<file path="src/rtl/rau_div.sv">
`timescale 1ns / 1ps
// Restoring unsigned divider, one quotient bit per cycle.
// Depends on nothing; used by the rational arithmetic unit top level.
module rau_div #(
    parameter int W = 64
) (
    input  logic         clk,
    input  logic         rst_n,
    input  logic         go,
    input  logic [W-1:0] dividend,
    input  logic [W-1:0] divisor,
    output logic         done,
    output logic [W-1:0] quotient
);
    localparam int CW = $clog2(W + 1);

    logic          run_reg, run_next;
    logic          done_reg, done_next;
    logic [CW-1:0] cnt_reg, cnt_next;
    logic [W-1:0]  rem_reg, rem_next;
    logic [W-1:0]  quo_reg, quo_next;
    logic [W-1:0]  dvs_reg, dvs_next;
    logic [W:0]    rem_sh;
    logic [W:0]    diff;

    always_comb
    begin
        run_next  = run_reg;
        done_next = 1'b0;
        cnt_next  = cnt_reg;
        rem_next  = rem_reg;
        quo_next  = quo_reg;
        dvs_next  = dvs_reg;
        rem_sh    = {rem_reg, quo_reg[W-1]};
        diff      = rem_sh - {1'b0, dvs_reg};
        if (go)
        begin
            run_next = 1'b1;
            cnt_next = '0;
            rem_next = '0;
            quo_next = dividend;
            dvs_next = divisor;
        end
        else if (run_reg)
        begin
            // shift in one dividend bit, subtract when it fits
            if (!diff[W])
            begin
                rem_next = diff[W-1:0];
                quo_next = {quo_reg[W-2:0], 1'b1};
            end
            else
            begin
                rem_next = rem_sh[W-1:0];
                quo_next = {quo_reg[W-2:0], 1'b0};
            end
            cnt_next = cnt_reg + 1'b1;
            if (cnt_reg == CW'(W - 1))
            begin
                run_next  = 1'b0;
                done_next = 1'b1;
            end
        end
    end

    always_ff @(posedge clk or negedge rst_n)
    begin
        if (!rst_n)
        begin
            run_reg  <= 1'b0;
            done_reg <= 1'b0;
            cnt_reg  <= '0;
        end
        else
        begin
            run_reg  <= run_next;
            done_reg <= done_next;
            cnt_reg  <= cnt_next;
        end
    end

    always_ff @(posedge clk)
    begin
        rem_reg <= rem_next;
        quo_reg <= quo_next;
        dvs_reg <= dvs_next;
    end

    assign done     = done_reg;
    assign quotient = quo_reg;

endmodule

</file>
<file path="config.mk">
export PLATFORM = sky130hd
export DESIGN_NAME = rau_div
export DESIGN_NICKNAME = d
export VERILOG_FILES = /design/src/rtl/rau_div.sv
export SDC_FILE = /design/constraint.sdc
export NUM_CORES = 1
export LEC_CHECK = 0
export BUFFER_PORTS_ARGS = -buffer_cell sky130_fd_sc_hd__buf_4
export CAP_MARGIN = 30
export CORE_MARGIN = 2
export CORE_UTILIZATION = 50
export CTS_CLUSTER_SIZE = 30
export DETAILED_ROUTE_END_ITERATION = 8
export PLACE_DENSITY = 0.84
export SYNTH_ARGS = -nofsm -noshare
export SYNTH_HDL_FRONTEND = slang
export SYNTH_SLANG_ARGS = --single-unit
</file>
<file path="constraint.sdc">
create_clock -name clk -period 3.2 [get_ports clk]
set_input_delay 0.64 -clock clk [delete_from_list [all_inputs] [get_ports clk]]
set_output_delay 0.64 -clock clk [all_outputs]
set_load 0.005 [all_outputs]
</file>
==> results.py <==
metrics = {
    "critical_path": {
        "rr_startpoint": "dvs_reg[0]",
        "crit_path_max_incr_delay_ns": 0.40,
        "arrival_ns": 4.07,
        "start_kind": "flop",
        "worstPathMaxFanout": 5,
        "worstSetupEndpointType": "flop",
        "critical_path_class": "flop to flop",
        "cpLargestDelayFamily": "compound AO/OA/AOI/OAI gates",
        "reg2reg_setup_slack_ns": -0.49,
        "timing.rr.end": "rem_reg[50]",
        "reg2reg_depth": 17,
        "critical_path.slowest_cell": "edfxtp_1",
        "cpMostUsedCell": "buf_6",
        "crit_required_ns": 3.58,
        "path_cells": "ha_2 > fa_2 > nor2b_4 > o2111ai_2 > a21o_1 > buf_6 > a2111oi_4 > o311ai_2 > buf_4 > nand4_1 > buf_4 > nand3_4 > buf_12 > buf_6 > buf_6 > a221oi_2 > a211oi_1",
        "critPathBufInv": 6,
    },
    "routing": {
        "num_vias": 11426,
        "wl_per_cell_um": 19.9,
        "drt_iter0_markers": 819,
        "drtAntennaViolNets": 0,
        "vias_per_cell": 5.87,
        "drt_pre_antenna_iters": 5,
        "drc": 0,
        "totalWireLength_um": 38700,
    },
    "placement": {
        "dp_hpwl_um": 26300,
        "gp_congestion": 0.946,
        "io_buffers": 195,
    },
    "run_status": {
        "status": "finished with violations",
        "violations": "negative setup slack",
    },
    "yosys": {
        "synthTopCellsByArea": "edfxtp_1 32%, dfxtp_1 11%, ha_1 6.7%, mux2_2 5.8%, nor2_1 3.7%",
        "syn_area_mm2": 0.0122,
        "yosys_warnings": 0,
        "yosysSeqAreaShare": 0.440,
        "syn_inst": 1228,
        "syn_nets": 1425,
        "synth_cell_types": 82,
        "netlist_top_cells_count": "128 x edfxtp_1, 121 x nor2_1, 88 x a21oi_1",
        "ys_async_sr_fraction": 0.0448,
        "avgSynthCellArea_um2": 9.90,
        "ys_ff_latch": 201,
        "ys.flop_type": "edfxtp_1",
        "synth.most_common_cell": "edfxtp_1",
        "synth_top_area_share": 0.316,
        "synth_top_cell_by_area": "edfxtp_1",
        "synth_edf_count": 128,
    },
    "clocking": {
        "tritoncts": "done",
        "cts_buffers": 24,
        "htree_levels": 1,
        "cts_root_buf": "clkbuf_16",
        "path_clk_slew_ns": 0.06,
        "clkLatencyLatePin_ns": 0.53,
        "cts.sinks": 201,
        "clockBufferDepth": 3,
    },
    "power_and_ir_drop": {
        "power_mw": 6.66,
        "vdd_drop_max_mv": 0.473,
        "clock_power_share": 0.394,
        "p_seq_frac": 0.455,
        "swShare": 0.252,
        "p_sw_mw": 1.68,
        "leakage_nw": 7.57,
        "powerDensity_mw_per_mm2": 391,
        "power_frac_comb": 0.152,
        "cellInternalPower_mw": 4.99,
    },
    "floorplan": {
        "die_w_um": 160,
        "die_y_um": 160,
        "coreArea_mm2": 0.0241,
        "start_util": 0.505,
        "rows": 57,
        "io_pins": 196,
        "die_area_mm2": 0.0256,
    },
    "global_route": {
        "grt_first_pass_wirelength_um": 58900,
        "grt_start_max_net_pins": 84,
        "grt_pass1_vias": 11437,
        "grt_use_total": 0.285,
        "grt_overflow": 0,
        "grt_antenna_before_repair": 2,
    },
    "timing": {
        "post-route-period-util": 1.15,
        "worstMarginPinSlew_ns": 0.865,
        "slew_viol_final": 0,
        "finalSetupViolCount": 65,
        "clock.fmax_mhz": 271,
        "clock_skew_ns": 0.0139,
        "rsz0062_at_grt": "true",
        "setup_ws_ns": -0.486,
        "timing.final.crit_period_ns": 3.69,
        "slew_headroom": 0.423,
        "hold_viol_final": 0,
        "whs_ns": 0.285,
    },
    "worst_hold_path": {
        "hold_end": "dvs_reg[14]",
        "hp-class": "input pin to flop",
        "hold_start": "divisor[14]",
        "hold_depth": 1,
    },
    "flow_run": {
        "maxCapViolations": 0,
    },
    "finish": {
        "drive_above_1_share": 0.383,
        "areaGrowthSynthToFinish_pct": 40.0,
        "final_nets": 1801,
        "finish.utilization": 0.706,
    },
}
-- cell families after synthesis --
kind of cell	synth area share
AOI/OAI and AO/OA	0.181
DFF	0.440
adders and majority gates	0.0685
and+or+nand+nor	0.130
muxes	0.0875
xor gates and xnor gates	0.0396
buffers and inverters	0.0536
-- metal layers --
layer | GRT usage | share of wire | vias to the layer above | routed length, um
li1 | - | - | 5280 | -
met1 | 0.341 | 0.38 | 5419 | 14700
met2 | 0.485 | 0.48 | 583 | 18600
met3 | 0.0662 | 0.085 | 144 | 3280
met4 | 0.134 | 0.053 | 0 | 2070
met5 | 0 | 0 | - | 0
-- what timing repair did --
item	CTS	global route
endpoints found under the hold margin	9	0
buffers inserted	22	5
pin swaps	56	48
gates resized for setup	78	81
hold buffers	1	0
cloned	5	1
setup endpoints to repair	65	65
-- worst max path at each step --
stage	to	slack, ns	cells after the start	startpoint
2_1_floorplan	rem_reg[58]	0.02	15	quotient[63]
3_3_place_gp	rem_reg[33]	-0.33	16	quotient[63]
3_5_place_dp	rem_reg[33]	-0.42	16	quotient[63]
4_1_cts	rem_reg[33]	-0.37	16	quotient[63]
5_1_grt	rem_reg[10]	-0.57	17	quotient[63]
6_report	rem_reg[50]	-0.49	17	dvs_reg[0]
-- layout make-up --
class	instances	area, um^2
Fill cell	1737	7080
Multi-Input combinational cell	871	6720
Sequential cell	201	5350
Timing Repair Buffer	422	3480
Clock buffer	37	699
Tap cell	324	405
Inverter	84	315
Clock inverter	7	52.6
Antenna cell	2	5.00
-- layout by cell type, fill, tap and decap left out, types with 12 or more instances in the layout --
master and n:
a211oi_1 23, a211oi_2 19, a21o_1 37, a21oi_1 79, buf_12 12, buf_4 385, buf_6 16, clkbuf_16 25
dfxtp_1 64, edfxtp_1 128, ha_1 60, inv_1 81, mux2_2 63, mux2i_1 28, nand2_1 60, nand3_1 18
nand4_1 27, nor2_1 110, nor3_1 30, o21ai_0 34, o21ai_1 13, o21bai_1 15, xnor2_1 33, xor2_1 22
-- stage by stage --
step | cell area, um^2 | TNS [ns] | worst slack [ns] | std cells
after floorplan | 12200 | 0 | 0.0156 | 1228
after global placement | 15200 | -10.60 | -0.326 | 1873
after detailed placement | 15200 | -17.93 | -0.418 | 1873
after CTS | 16700 | -16.97 | -0.368 | 1944
after global routing | 17000 | -29.67 | -0.573 | 1948
final | 17000 | -22.36 | -0.486 | 1948
-- power by group through the flow --
stage	Combinational (mW)	Sequential, mW	Clock, mW
5_1_grt	1.08	3.05	2.74
2_1_floorplan	0.425	3.06	0
3_3_place_gp	0.913	3.08	0
3_5_place_dp	0.939	3.08	0
6_report	1.01	3.03	2.62
4_1_cts	0.968	3.03	2.66
No activity file was read; power rests on OpenSTA's default activity.
